## src/rtl/core/alternating_bit_sender_assert.svh

```systemverilog
// assertion helpers shared by the sender modules
// each expects clk_i and rst_ni in the enclosing scope
`ifndef ALTERNATING_BIT_SENDER_ASSERT_SVH
`define ALTERNATING_BIT_SENDER_ASSERT_SVH

// condition holds at every clock edge
`define ABS_ASSERT_ALWAYS(lbl, expr, msg) \
  lbl: assert property (@(posedge clk_i) disable iff (!rst_ni) (expr)) else $error(msg);

// same-cycle implication
`define ABS_ASSERT_IMP(lbl, ante, cons, msg) \
  lbl: assert property (@(posedge clk_i) disable iff (!rst_ni) (ante) |-> (cons)) \
    else $error(msg);

// next-cycle implication
`define ABS_ASSERT_NEXT(lbl, ante, cons, msg) \
  lbl: assert property (@(posedge clk_i) disable iff (!rst_ni) (ante) |=> (cons)) \
    else $error(msg);

`endif

```

## src/rtl/core/abs_pkg.sv

```systemverilog
`default_nettype none

package abs_pkg;

  localparam int PAYLOAD_BYTES_DEF = 20;

  // input item kinds
  localparam logic [1:0] ACT_MSG   = 2'd0;
  localparam logic [1:0] ACT_ACK   = 2'd1;
  localparam logic [1:0] ACT_TIMER = 2'd2;

  // result item kinds
  localparam logic KIND_PKT  = 1'b0;
  localparam logic KIND_STOP = 1'b1;

  localparam int TDATA_IN_W  = 104;
  localparam int TDATA_OUT_W = 48;

  typedef struct packed {
    logic run_start;    // first byte of a new run
    logic clear_store;  // forget stored message bytes
    logic acc_en;       // message or ack byte accepted
    logic store_en;     // write byte into the message store
    logic ack_capture;  // last ack byte: latch header words
    logic save_chk;     // compute packet checksum from byte sum
    logic emit_start;   // rewind the packet read pointer
    logic emit_run;     // stream stored packet out
    logic load_stop;    // load a stop timer item
    logic seq_bit;      // current sequence bit
  } abs_cmd_t;

  typedef struct packed {
    logic emit_done;    // last packet byte handed to output register
    logic ack_ok;       // latched ack is valid and matches
    logic slot_free;    // output register can take an item
  } abs_sts_t;

endpackage

`default_nettype wire

```

## src/rtl/core/alternating_bit_sender.sv

```systemverilog
// alternating bit sender
// input stream s_axis: one item per message byte, ack byte or timer expiry.
//   tuser carries the kind, tlast flags the final byte of a run; the ack header
//   words in tdata are only looked at with the final ack byte.
// output stream m_axis: packet bytes toward the network (tuser 0) or a stop
//   timer command (tuser 1); tlast and start_timer mark the last packet byte.
// a message byte or ack byte that does not close a run leaves the input
//   ready; the next item can follow directly.
// closing a message run: a checksum step, then PAYLOAD_BYTES bytes read
//   from the message store one per cycle while the output register is free;
//   each byte passes the read register and then the output register, and the
//   input is held off until the last byte is in the output register. a timer
//   expiry while a message is in transit resends without the checksum step;
//   otherwise it is dropped.
// closing an ack run: the check uses the registered header words; if it
//   passes, a stop command is loaded into m_axis once the output is free.
// a stalled receiver holds off the packet reads and keeps the output item;
//   s_axis_tready stays low until the last packet byte is loaded to m_axis.
// reset clears the sequence bit, the in-transit mark, the open run and the
//   stored message (it reads as zeros); no sweep is needed.
`default_nettype none

module alternating_bit_sender #(
  parameter int PAYLOAD_BYTES = abs_pkg::PAYLOAD_BYTES_DEF
) (
  input  wire logic                             clk_i,
  input  wire logic                             rst_ni,
  input  wire logic                             s_axis_tvalid,
  output logic                                  s_axis_tready,
  // data_byte[7:0], pkt_seq[39:8], pkt_ack[71:40], pkt_check[103:72]
  input  wire logic [abs_pkg::TDATA_IN_W-1:0]   s_axis_tdata,
  input  wire logic                             s_axis_tlast,
  // action[1:0]
  input  wire logic [1:0]                       s_axis_tuser,
  output logic                                  m_axis_tvalid,
  input  wire logic                             m_axis_tready,
  // seq_num[0], checksum_word[32:1], payload_byte[40:33], start_timer[41], zeros
  output logic [abs_pkg::TDATA_OUT_W-1:0]       m_axis_tdata,
  // end_of_packet
  output logic                                  m_axis_tlast,
  // out_kind[0]
  output logic                                  m_axis_tuser
);
  import abs_pkg::*;

  abs_cmd_t cmd;
  abs_sts_t sts;

  logic        seq_num;
  logic [31:0] checksum_word;
  logic [7:0]  payload_byte;
  logic        start_timer;

  abs_ctrl u_ctrl (
    .clk_i      (clk_i),
    .rst_ni     (rst_ni),
    .in_valid_i (s_axis_tvalid),
    .in_ready_o (s_axis_tready),
    .action_i   (s_axis_tuser),
    .last_i     (s_axis_tlast),
    .sts_i      (sts),
    .cmd_o      (cmd)
  );

  abs_dpath #(
    .PAYLOAD_BYTES (PAYLOAD_BYTES)
  ) u_dpath (
    .clk_i           (clk_i),
    .rst_ni          (rst_ni),
    .cmd_i           (cmd),
    .sts_o           (sts),
    .data_byte_i     (s_axis_tdata[7:0]),
    .pkt_seq_i       (s_axis_tdata[39:8]),
    .pkt_ack_i       (s_axis_tdata[71:40]),
    .pkt_check_i     (s_axis_tdata[103:72]),
    .out_valid_o     (m_axis_tvalid),
    .out_ready_i     (m_axis_tready),
    .out_kind_o      (m_axis_tuser),
    .seq_num_o       (seq_num),
    .checksum_word_o (checksum_word),
    .payload_byte_o  (payload_byte),
    .end_of_packet_o (m_axis_tlast),
    .start_timer_o   (start_timer)
  );

  assign m_axis_tdata = {6'd0, start_timer, payload_byte, checksum_word, seq_num};

endmodule

`default_nettype wire

```

## src/rtl/core/abs_ctrl.sv

```systemverilog
`default_nettype none
`include "alternating_bit_sender_assert.svh"

module abs_ctrl (
  input  wire logic             clk_i,
  input  wire logic             rst_ni,
  input  wire logic             in_valid_i,
  output logic                  in_ready_o,
  input  wire logic [1:0]       action_i,
  input  wire logic             last_i,
  input  wire abs_pkg::abs_sts_t sts_i,
  output abs_pkg::abs_cmd_t     cmd_o
);
  import abs_pkg::*;

  localparam logic [1:0] S_IDLE    = 2'd0;
  localparam logic [1:0] S_FIN_MSG = 2'd1;
  localparam logic [1:0] S_FIN_ACK = 2'd2;
  localparam logic [1:0] S_EMIT    = 2'd3;

  logic [1:0] state_q, state_d;
  logic       in_transit_q, in_transit_d;
  logic       seq_bit_q, seq_bit_d;
  logic       run_open_q, run_open_d;
  logic       run_is_ack_q, run_is_ack_d;
  logic       dropping_q, dropping_d;

  logic accept;
  logic is_byte;
  logic is_ack;
  logic new_run;
  logic drop_eff;

  assign in_ready_o = (state_q == S_IDLE);
  assign accept     = in_valid_i && in_ready_o;
  assign is_ack     = (action_i == ACT_ACK);
  assign is_byte    = (action_i == ACT_MSG) || is_ack;
  assign new_run    = !run_open_q || (run_is_ack_q != is_ack);
  assign drop_eff   = new_run ? (!is_ack && in_transit_q) : dropping_q;

  always_comb begin
    state_d      = state_q;
    in_transit_d = in_transit_q;
    seq_bit_d    = seq_bit_q;
    run_open_d   = run_open_q;
    run_is_ack_d = run_is_ack_q;
    dropping_d   = dropping_q;
    cmd_o        = '0;
    cmd_o.seq_bit = seq_bit_q;

    case (state_q)
      S_IDLE: begin
        if (accept && is_byte) begin
          cmd_o.acc_en      = 1'b1;
          cmd_o.run_start   = new_run;
          cmd_o.clear_store = new_run && !is_ack && !drop_eff;
          cmd_o.store_en    = !is_ack && !drop_eff;
          if (last_i) begin
            run_open_d = 1'b0;
            dropping_d = 1'b0;
            if (is_ack) begin
              cmd_o.ack_capture = 1'b1;
              state_d = S_FIN_ACK;
            end else if (!drop_eff) begin
              state_d = S_FIN_MSG;
            end
          end else begin
            run_open_d   = 1'b1;
            run_is_ack_d = is_ack;
            dropping_d   = drop_eff;
          end
        end else if (accept && (action_i == ACT_TIMER) && in_transit_q) begin
          cmd_o.emit_start = 1'b1;
          state_d = S_EMIT;
        end
      end
      S_FIN_MSG: begin
        cmd_o.save_chk   = 1'b1;
        cmd_o.emit_start = 1'b1;
        in_transit_d     = 1'b1;
        state_d          = S_EMIT;
      end
      S_FIN_ACK: begin
        if (!sts_i.ack_ok) begin
          state_d = S_IDLE;
        end else if (sts_i.slot_free) begin
          cmd_o.load_stop = 1'b1;
          in_transit_d    = 1'b0;
          seq_bit_d       = !seq_bit_q;
          state_d         = S_IDLE;
        end
      end
      S_EMIT: begin
        cmd_o.emit_run = 1'b1;
        if (sts_i.emit_done) begin
          state_d = S_IDLE;
        end
      end
      default: begin
        state_d = S_IDLE;
      end
    endcase
  end

  always_ff @(posedge clk_i or negedge rst_ni) begin
    if (!rst_ni) begin
      state_q      <= S_IDLE;
      in_transit_q <= 1'b0;
      seq_bit_q    <= 1'b0;
      run_open_q   <= 1'b0;
      run_is_ack_q <= 1'b0;
      dropping_q   <= 1'b0;
    end else begin
      state_q      <= state_d;
      in_transit_q <= in_transit_d;
      seq_bit_q    <= seq_bit_d;
      run_open_q   <= run_open_d;
      run_is_ack_q <= run_is_ack_d;
      dropping_q   <= dropping_d;
    end
  end

  `ABS_ASSERT_IMP(a_emit_in_transit, state_q == S_EMIT, in_transit_q, "resend without message in transit")
  `ABS_ASSERT_IMP(a_fin_msg_to_emit, state_q == S_FIN_MSG, state_d == S_EMIT, "checksum step did not start packet")
  `ABS_ASSERT_NEXT(a_seq_flip, cmd_o.load_stop, seq_bit_q != $past(seq_bit_q), "sequence bit did not flip on stop")
  `ABS_ASSERT_IMP(a_drop_in_run, dropping_q, run_open_q && !run_is_ack_q, "drop mark outside an open message run")

endmodule

`default_nettype wire

```

## src/rtl/core/abs_dpath.sv

```systemverilog
`default_nettype none
`include "alternating_bit_sender_assert.svh"

module abs_dpath #(
  parameter int PAYLOAD_BYTES = abs_pkg::PAYLOAD_BYTES_DEF
) (
  input  wire logic              clk_i,
  input  wire logic              rst_ni,
  input  wire abs_pkg::abs_cmd_t cmd_i,
  output abs_pkg::abs_sts_t      sts_o,
  input  wire logic signed [7:0]  data_byte_i,
  input  wire logic signed [31:0] pkt_seq_i,
  input  wire logic signed [31:0] pkt_ack_i,
  input  wire logic signed [31:0] pkt_check_i,
  output logic                   out_valid_o,
  input  wire logic              out_ready_i,
  output logic                   out_kind_o,
  output logic                   seq_num_o,
  output logic signed [31:0]     checksum_word_o,
  output logic signed [7:0]      payload_byte_o,
  output logic                   end_of_packet_o,
  output logic                   start_timer_o
);
  import abs_pkg::*;

  localparam int AW = (PAYLOAD_BYTES > 1) ? $clog2(PAYLOAD_BYTES) : 1;
  localparam int CW = $clog2(PAYLOAD_BYTES + 1);
  localparam logic [CW-1:0] NBytes  = CW'(PAYLOAD_BYTES);
  localparam logic [CW-1:0] LastIdx = CW'(PAYLOAD_BYTES - 1);

  // message store
  logic [7:0]               mem [PAYLOAD_BYTES];
  logic [PAYLOAD_BYTES-1:0] valid_q, valid_d;

  logic [CW-1:0] byte_idx_q;
  logic [CW-1:0] idx_eff;
  logic          in_range;
  logic [31:0]   sum_q;
  logic [31:0]   sum_base;
  logic [31:0]   byte_ext;
  logic [31:0]   saved_chk_q;
  logic [31:0]   ack_a_q;
  logic [31:0]   pchk_q;
  logic          pseq_match_q;

  // packet read pipe
  logic [CW-1:0] rd_cnt_q;
  logic          rd_pend_q;
  logic [7:0]    rdata_q;
  logic          rvld_q;
  logic          rd_last_q;
  logic          issue;
  logic          load_pkt;
  logic          slot_free;

  logic          out_valid_q;
  logic          out_kind_q;
  logic          seq_q;
  logic [31:0]   chk_q;
  logic [7:0]    pbyte_q;
  logic          eop_q;

  assign idx_eff  = cmd_i.run_start ? '0 : byte_idx_q;
  assign in_range = (idx_eff < NBytes);
  assign sum_base = cmd_i.run_start ? 32'd0 : sum_q;
  assign byte_ext = in_range ? {{24{data_byte_i[7]}}, data_byte_i} : 32'd0;

  always_comb begin
    valid_d = cmd_i.clear_store ? '0 : valid_q;
    if (cmd_i.store_en && in_range) begin
      valid_d[idx_eff[AW-1:0]] = 1'b1;
    end
  end

  assign slot_free = !out_valid_q || out_ready_i;
  assign load_pkt  = rd_pend_q && slot_free;
  assign issue     = cmd_i.emit_run && (rd_cnt_q < NBytes) && (!rd_pend_q || load_pkt);

  assign sts_o.slot_free = slot_free;
  assign sts_o.emit_done = load_pkt && rd_last_q;
  // total == all ones is the same as a + sum == ~check
  assign sts_o.ack_ok    = pseq_match_q && ((ack_a_q + sum_q) == ~pchk_q);

  always_ff @(posedge clk_i) begin
    if (cmd_i.store_en && in_range) begin
      mem[idx_eff[AW-1:0]] <= data_byte_i;
    end
    if (issue) begin
      rdata_q   <= mem[rd_cnt_q[AW-1:0]];
      rvld_q    <= valid_q[rd_cnt_q[AW-1:0]];
      rd_last_q <= (rd_cnt_q == LastIdx);
    end
    if (cmd_i.ack_capture) begin
      ack_a_q      <= pkt_seq_i + pkt_ack_i;
      pchk_q       <= pkt_check_i;
      pseq_match_q <= (pkt_seq_i == {31'd0, cmd_i.seq_bit});
    end
    if (cmd_i.save_chk) begin
      saved_chk_q <= ~(sum_q + {30'd0, cmd_i.seq_bit, 1'b0});
    end
    if (load_pkt) begin
      out_kind_q <= KIND_PKT;
      seq_q      <= cmd_i.seq_bit;
      chk_q      <= saved_chk_q;
      pbyte_q    <= rvld_q ? rdata_q : 8'd0;
      eop_q      <= rd_last_q;
    end else if (cmd_i.load_stop) begin
      out_kind_q <= KIND_STOP;
      seq_q      <= cmd_i.seq_bit;
      chk_q      <= 32'd0;
      pbyte_q    <= 8'd0;
      eop_q      <= 1'b0;
    end
  end

  always_ff @(posedge clk_i or negedge rst_ni) begin
    if (!rst_ni) begin
      valid_q     <= '0;
      byte_idx_q  <= '0;
      sum_q       <= 32'd0;
      rd_cnt_q    <= '0;
      rd_pend_q   <= 1'b0;
      out_valid_q <= 1'b0;
    end else begin
      valid_q <= valid_d;
      if (cmd_i.acc_en) begin
        byte_idx_q <= in_range ? idx_eff + CW'(1) : idx_eff;
        sum_q      <= sum_base + byte_ext;
      end
      if (cmd_i.emit_start) begin
        rd_cnt_q  <= '0;
        rd_pend_q <= 1'b0;
      end else begin
        if (issue) begin
          rd_cnt_q <= rd_cnt_q + CW'(1);
        end
        rd_pend_q <= issue ? 1'b1 : (load_pkt ? 1'b0 : rd_pend_q);
      end
      if (load_pkt || cmd_i.load_stop) begin
        out_valid_q <= 1'b1;
      end else if (out_ready_i) begin
        out_valid_q <= 1'b0;
      end
    end
  end

  assign out_valid_o     = out_valid_q;
  assign out_kind_o      = out_kind_q;
  assign seq_num_o       = seq_q;
  assign checksum_word_o = chk_q;
  assign payload_byte_o  = pbyte_q;
  assign end_of_packet_o = eop_q;
  assign start_timer_o   = eop_q;

  `ABS_ASSERT_ALWAYS(a_one_load, !(load_pkt && cmd_i.load_stop), "packet byte and stop loaded together")
  `ABS_ASSERT_IMP(a_pend_in_emit, !cmd_i.emit_run, !rd_pend_q, "packet byte pending outside a resend")
  `ABS_ASSERT_ALWAYS(a_rd_cnt_range, rd_cnt_q <= NBytes, "packet read pointer past the store")

endmodule

`default_nettype wire
```

## config.mk

```make
export PLATFORM = sky130hd
export DESIGN_NAME = alternating_bit_sender
export DESIGN_NICKNAME = d
export VERILOG_FILES = /design/src/rtl/core/abs_pkg.sv /design/src/rtl/core/alternating_bit_sender.sv /design/src/rtl/core/abs_ctrl.sv /design/src/rtl/core/abs_dpath.sv
export VERILOG_INCLUDE_DIRS = /design/src /design/src/rtl/core
export SDC_FILE = /design/constraint.sdc
export NUM_CORES = 1
export LEC_CHECK = 0
export BUFFER_PORTS_ARGS = -buffer_cell sky130_fd_sc_hd__buf_2
export CAP_MARGIN = 10
export CORE_ASPECT_RATIO = 0.8
export CORE_MARGIN = 2
export CORE_UTILIZATION = 30
export CTS_BUF_LIST = sky130_fd_sc_hd__clkbuf_2
export CTS_CLUSTER_DIAMETER = 100
export CTS_CLUSTER_SIZE = 14
export DETAILED_ROUTE_END_ITERATION = 8
export GPL_TIMING_DRIVEN = 0
export REMOVE_ABC_BUFFERS = 1
export SLEW_MARGIN = 20
export SYNTH_ARGS = -nofsm -noshare
export SYNTH_HDL_FRONTEND = slang
export SYNTH_SLANG_ARGS = --single-unit
export TNS_END_PERCENT = 100
```

## constraint.sdc

```tcl
create_clock -name clk_i -period 5.8 [get_ports clk_i]
set_clock_uncertainty 0.05 [all_clocks]
set_input_delay 0.87 -clock clk_i [delete_from_list [all_inputs] [get_ports clk_i]]
set_output_delay 0.87 -clock clk_i [all_outputs]
set_load 0.02 [all_outputs]
```

==> results of run 1 <==
==> final cells by class <==
class / instances / area (um2) / area share [%]
Antenna cell: 1 / 2.50 / 0.0109
Clock buffer: 55 / 275 / 1.20
Clock inverter: 3 / 20.0 / 0.0869
Inverter: 44 / 169 / 0.733
Multi-Input combinational cell: 1172 / 9030 / 39.2
Sequential cell: 381 / 11100 / 48.1
Tap cell: 913 / 1140 / 4.96
Timing Repair Buffer: 201 / 1300 / 5.63
Timing Repair inverter: 1 / 5.00 / 0.0217
==> metal layers <==
| layer | vias up | global-route usage [%] | routed length [um] |
|---|---|---|---|
| met3 | 62 | 1.65 | 3150 |
| met2 | 421 | 23.0 | 23600 |
| met4 | 2 | 3.67 | 1260 |
| li1 | 6647 | - | - |
| met5 | - | 0 | 54 |
| met1 | 6963 | 23.1 | 26000 |
==> metrics by stage <==
stage          std cells  TNS (ns)  cell area, um2  worst slack, ns  total power [mW]
2_1_floorplan       1597         0           20200            0.545              6.58
3_3_place_gp        2666    -19.09           22200            -1.39              7.72
3_5_place_dp        2671    -16.26           22300            -1.25              7.79
4_1_cts             2769         0           23000           0.0725              8.94
5_1_grt             2771         0           23000           0.0717              9.50
6_report            2771         0           23000            0.342              8.91
==> cell families (layout without fill, tap and decap cells) <==
group | Yosys count | after routing | share of synthesized area, %
AND/OR/NAND/NOR | 491 | 491 | 12.4
flip-flops | 381 | 381 | 54.0
buffers and inverters | 108 | 304 | 2.24
multiplexers | 72 | 72 | 6.89
adder cells (fa/ha/maj) | 108 | 108 | 6.70
AO/OA/AOI/OAI | 365 | 365 | 12.1
XOR/XNOR | 130 | 130 | 5.59
other | 1 | 7 | 0.0183
==> synthesized netlist by cell type, drive strengths merged (6+ instances only) <==
cell type  count  area (um2)
ha           105        1310
nor3          31         155
a211oi        20         160
nand3         42         220
xor2          58         516
inv           44         165
a21oi         89         449
a31oi          8        65.1
mux2          13         146
nor4b          7        61.3
clkbuf        42         159
o21ai         67         339
o21bai        16         120
o21a          18         135
dfrtp         71        1780
nor2b         13        81.3
nand2b         9        56.3
nand2        115         432
buf           22         135
nand4         26         163
and2          65         407
o211ai        10        75.1
edfxtp       309        9280
and3          57         357
a21o          65         488
o31ai          8        60.1
nor4          13        87.6
a31o           8        70.1
xnor2         72         631
mux4          54        1220
or2            6        37.5
o2111ai        6        52.6
nor2          86         323
==> state kept, by name, summed over array words and instances (netlist names), 2 cells and up <==
signal / flops
u_ctrl.state_q: 2
u_dpath.ack_a_q: 32
u_dpath.byte_idx_q: 5
u_dpath.checksum_word_o: 32
u_dpath.mem: 160
u_dpath.payload_byte_o: 8
u_dpath.pchk_q: 32
u_dpath.rd_cnt_q: 5
u_dpath.rdata_q: 8
u_dpath.saved_chk_q: 32
u_dpath.sum_q: 32
u_dpath.valid_q: 20
==> timing repair <==
action | 4_1_cts | 5_1_grt
endpoints found under the setup margin | 19 | 9
gates resized for setup | 4 | 4
pin swaps | 0 | 0
endpoints found under the hold margin | 137 | 0
hold buffers | 40 | 0
cloned | 0 | 1
==> worst max path at each step <==
stage                        endpoint  slack, ns  cells after the start
floorplan           u_dpath.sum_q[28]       0.55                     16
global placement    u_dpath.sum_q[28]      -1.39                     17
detailed placement  u_dpath.sum_q[28]      -1.25                     18
CTS                 u_dpath.sum_q[31]       0.07                     18
global route        u_dpath.sum_q[31]       0.07                     18
finish              u_dpath.sum_q[31]       0.34                     20
==> report_power, final <==
group / internal (mW) / switching, mW / leakage (nW)
Clock: 0.246 / 0.862 / 0.235
Sequential: 3.43 / 0.496 / 3.73
Combinational: 1.62 / 2.26 / 4.89
Total: 5.30 / 3.62 / 8.85
==> placed cells by master (no fill, tap or decap), types with 6 or more instances in the layout <==
master	count
clkbuf_2	55
o2111ai_1	6
and3_1	55
a31oi_1	7
mux2_2	13
nor2_1	85
edfxtp_1	309
ha_1	104
conb_1	6
o21bai_1	16
nor2b_1	13
mux4_2	54
dlygate4sd3_1	40
dfrtp_1	69
nand2b_1	8
buf_2	155
nand4_1	26
nand2_1	114
nor3_1	31
xor2_1	57
and2_1	65
nor4_1	12
o31ai_1	8
xnor2_1	72
o21a_1	18
nor4b_1	7
a21oi_1	87
a211oi_1	18
o21ai_0	64
a21o_1	65
o211ai_1	10
nand3_1	39
inv_1	43
==> results_dict.tcl, run 1 <==
set metrics [dict create \
    vias 14100 \
    async_reset_ff_share_pct 18.6 \
    startpoint "s_axis_tuser[0]" \
    vdd_ir_drop_max_mv 0.196 \
    finish.utilization_pct 34.2 \
    gp_congestion 0.933 \
    path_common_cell "nand2_1" \
    path_clk_slew_ns 0.26 \
    synth.distinct_cells 84 \
    area_growth_pct 12.3 \
    p_per_area_nw_per_um2 387 \
    antenna_left 0 \
    r2r_start "u_ctrl.state_q[1]" \
    numCtsBuffers 31 \
    finalHoldViolCount 0 \
    outcome "finished clean" \
    dr.first_iter.drc_count 1223 \
    cts_setup_buffers 0 \
    worstHoldEndpoint "u_dpath.mem[2][0]" \
    die_area_um2 70500 \
    clockBufferDepth 3 \
    grt_usage_pct 15.2 \
    cp.buffers_inverters 3 \
    setup_viol 0 \
    crit_chain "dlygate4sd3_1 > buf_2 > nor2b_1 > xnor2_1 > nand2_1 > nand2_4 > nand2b_1 > nand2_1 > clkinvlp_4 > ha_1 > nand2_1 > nor3_1 > nor2_1 > o31ai_1 > nor3b_2 > o21a_1 > o211ai_1 > a31o_2 > a32o_1 > a21o_1" \
    nNetsFinal 2051 \
    first_global_vias 13500 \
    cp.arrival_ns 6.34 \
    holdCritStartpoint "s_axis_tdata[0]" \
    reg2reg_to "u_dpath.sum_q[28]" \
    antenna_found_initial 3 \
    die_y_um 238 \
    first_pass_iters 5 \
    die-width_um 296 \
    hold_path_class "in -> reg" \
    crit_type "in -> reg" \
    cap_violations 0 \
    wl_per_cell_um 19.5 \
    slowest_stage "dlygate4sd3_1" \
    synth_edf_count 309 \
    synthCells 1656 \
    r2r_setup_slack_ns 0.45 \
    whs_path_depth 1 \
    clock_latency_ns 1.14 \
    grt_first_pass_wirelength_mm 82.2 \
    slew_headroom_pct 31.7 \
    ys_warn_count 0 \
    grt_overflow 0 \
    critPathLaunchType "input pin" \
    holdWs_ns 0.130 \
    crit_family "simple AND/OR/NAND/NOR gates" \
    post-route-period-util_pct 94.1 \
    grt_max_degree 65 \
    syn_area_um2 20500 \
    syn_area_per_cell_um2 12.4 \
    tightest_slew_ns 1.03 \
    fmax_mhz 183 \
    initial_core_util_pct 30.4 \
    tritoncts "yes" \
    rsz0062_at_grt "no" \
    leakage_nw 8.85 \
    cts_root_buffer "clkbuf_2" \
    drive_gt1_share_pct 17.3 \
    viasPerCell 5.09 \
    routed_wl_mm 54.1 \
    rows 85 \
    ys_seq_area_share_pct 54.0 \
    drc 0 \
    pin_count 163 \
    cp-end-kind "register" \
    clock_sinks 381 \
    dominantRegCellSynth "edfxtp_1" \
    crit_required_ns 6.68 \
    htreeDepth 1 \
    layout_min_cycle_time_ns 5.46 \
    dpl.hpwl_mm 40.0 \
    numPortBuffers 156 \
    coreArea_um2 67400 \
    slowest_delay_ns 0.56 \
    critPathMaxFanout 31 \
    rr_worst_depth 17 \
    ys_ff_latch 381 \
    fillers 6720 \
    slew_violations 0 \
]
Power figures use the tool's default switching activity.
==> inputs of run 2 (changes only) <==
- CTS_CLUSTER_DIAMETER: 100 -> 40
- PLACE_DENSITY: default -> 0.45
- SYNTH_HIERARCHICAL: default -> 1
==> results_dict.tcl, run 2 <==
set metrics [dict create \
    pin_count 163 \
    initial_core_util_pct 30.3 \
    met3_length_mm 2.34 \
    crit_type "in -> reg" \
    grt_usage_pct 14.6 \
    ys_seq_area_share_pct 55.7 \
    antenna_found_initial 3 \
    fin_ws_ns 0.370 \
    setup_viol 0 \
    finalHoldViolCount 0 \
    coreArea_um2 65700 \
    final_common_cell "edfxtp_1" \
    first_pass_iters 5 \
    dpl.cell_count 2530 \
    cap_violations 0 \
    cp.arrival_ns 6.26 \
    slowest_delay_ns 0.56 \
    multi_input_area_um2 8440 \
    r2r_start "u_ctrl/state_q[1]" \
    slowest_stage "dlygate4sd3_1" \
    clockBufferDepth 3 \
    die_y_um 234 \
    leakage_nw 8.96 \
    final_cell_mix "309 x edfxtp_1, 157 x buf_2, 103 x nor2_1" \
    wl_met2_mm 21.1 \
    htreeDepth 3 \
    layout_min_cycle_time_ns 5.43 \
    p_per_area_nw_per_um2 433 \
    routedLengthMet1_mm 25.8 \
    synth_fa_ha_area_share_pct 6.60 \
    fillers 6440 \
    seq_area_um2 11100 \
    post-route-period-util_pct 93.6 \
    outcome "finished clean" \
    reg2reg_to "u_dpath/sum_q[31]" \
    syn_area_um2 19900 \
    largest_reg_flops 160 \
    ys_ff_latch 381 \
    syn_area_per_cell_um2 12.8 \
    tritoncts "yes" \
    whs_path_depth 1 \
    first_global_vias 12900 \
    cts_root_buffer "clkbuf_2" \
    ys_top_cells_by_count "309 x edfxtp_1, 104 x nor2_1, 100 x ha_1, 86 x xnor2_1, 79 x a21oi_1" \
    path_clk_slew_ns 0.21 \
    yosysTopAreaCellShare_pct 46.7 \
    viasPerCell 4.82 \
    grt_first_pass_wirelength_mm 76.4 \
    layout.cells.non_filler 2705 \
    synth_edf_count 309 \
    synth_xor_area_share_pct 6.04 \
    clock_latency_ns 1.10 \
    gp_congestion 0.853 \
    tns_ns 0 \
    numCtsBuffers 70 \
    top_layer_used "met4" \
    synth.distinct_cells 78 \
    synthMuxAreaShare_pct 8.31 \
    rsz0062_at_grt "yes" \
    async_reset_ff_share_pct 18.6 \
    critPathMaxFanout 25 \
    die-width_um 292 \
    area_growth_pct 16.8 \
    synth_top_family_by_area "simple AND/OR/NAND/NOR gates" \
    synthTopCellsByArea "edfxtp_1 47%, dfrtp_1 8.9%, ha_1 6.3%" \
    hold_path_class "in -> reg" \
    report.power.total_mw 10.1 \
    dpl.hpwl_mm 36.4 \
    holdCritStartpoint "s_axis_tdata[3]" \
    slew_violations 0 \
    synthCells 1548 \
    drc 0 \
    synth.most_common_cell "edfxtp_1" \
    crit_chain "dlygate4sd3_1 > buf_2 > and2b_1 > xnor2_1 > a21oi_4 > nor2b_1 > o21ai_2 > and2_4 > ha_1 > a211oi_1 > nor2_1 > or3_1 > a221o_1 > a211o_1 > a31oi_2 > o21a_1 > o311ai_1 > a21oi_1 > xor2_1 > mux2i_1 > o221ai_1" \
    tightest_slew_ns 0.918 \
    die_area_um2 68400 \
    synthSimpleGateAreaFrac_pct 11.3 \
    wl_per_cell_um 18.5 \
    grt_max_degree 52 \
    dp_slack_ns -0.641 \
    nNetsFinal 1999 \
    vias 13000 \
    cts_setup_buffers 0 \
    antenna_left 0 \
    drive_gt1_share_pct 22.2 \
    synth_compound_area_share_pct 9.70 \
    numPortBuffers 156 \
    synth_top_area_cell "edfxtp_1" \
    crit_required_ns 6.63 \
    vdd_ir_drop_max_mv 0.144 \
    clock_sinks 381 \
    dr.first_iter.drc_count 798 \
    critPathLaunchType "input pin" \
    fmax_mhz 184 \
    ys_warn_count 6 \
    r2r_setup_slack_ns 0.40 \
    finish.utilization_pct 35.4 \
    grt_overflow 0 \
    rr_worst_depth 19 \
    worstHoldEndpoint "u_dpath/mem[3][3]" \
    dominantRegCellSynth "edfxtp_1" \
    rows 84 \
    slew_headroom_pct 38.6 \
    routed_wl_mm 50.0 \
    cp-end-kind "register" \
]
[run 2: layer usage]
metal	global-route usage, %	vias up
met2	21.1	296
li1	-	6346
met3	2.82	61
met5	0	-
met4	3.87	0
met1	22.3	6340
[run 2: power breakdown]
group | switching, mW | internal, mW
sequential | 0.487 | 3.50
combinational | 2.17 | 1.80
clock | 1.24 | 0.873
[run 2: through the flow]
| stage | hold WS, ns | cell area (um2) |
|---|---|---|
| 6_report | 0.132 | 23200 |
| 3_3_place_gp | 0.420 | 21500 |
| 4_1_cts | 0.00817 | 23200 |
| 3_5_place_dp | 0.453 | 21800 |
| 2_1_floorplan | 0.423 | 19700 |
| 5_1_grt | 0.0207 | 23200 |
[run 2: timing repair]
action                                  CTS  global route
cloned                                    0             1
hold buffers                             42             0
endpoints found under the setup margin   45            47
gates resized for setup                   2             4
hold endpoints to repair                135             0
[run 2: area by class of cell]
class / count / area share, %
inverters: 62 / 1.00
repair buffers: 207 / 5.96
well taps: 860 / 4.63
diodes: 3 / 0.0323
clock inverters: 55 / 2.73
flip-flops and latches: 381 / 47.7
clock buffers: 74 / 1.59
multi-input cells: 1063 / 36.3
[run 2: logic make-up after synthesis]
logic type      after synthesis
compound gates              292
xor+xnor                    137
fa+ha+maj                   103
buf+inv                     110
flops                       381
mux                          93
other cells                   1
simple gates                431
[run 2: worst max path at each step]
stage | depth (start not counted) | start | slack (ns) | to
floorplan | 19 | s_axis_tuser[1] | -0.96 | u_dpath/sum_q[31]
global route | 19 | u_ctrl/state_q[1] | -0.04 | u_dpath/sum_q[30]
detailed placement | 20 | s_axis_tuser[0] | -0.64 | u_dpath/sum_q[30]
CTS | 17 | u_dpath/sum_q[1] | 0.008 | u_dpath/checksum_word_o[24]
finish | 21 | s_axis_tuser[0] | 0.37 | u_dpath/sum_q[31]
global placement | 20 | s_axis_tuser[1] | -3.47 | u_dpath/sum_q[30]
[run 2: worst max-delay path, delay by kind of cell]
kind            cells  cell delay, ns
compound gates     10            2.39
xor+xnor            2            0.41
fa+ha+maj           1            0.37
buf+inv             2            0.74
mux                 1            0.22
simple gates        5            1.20
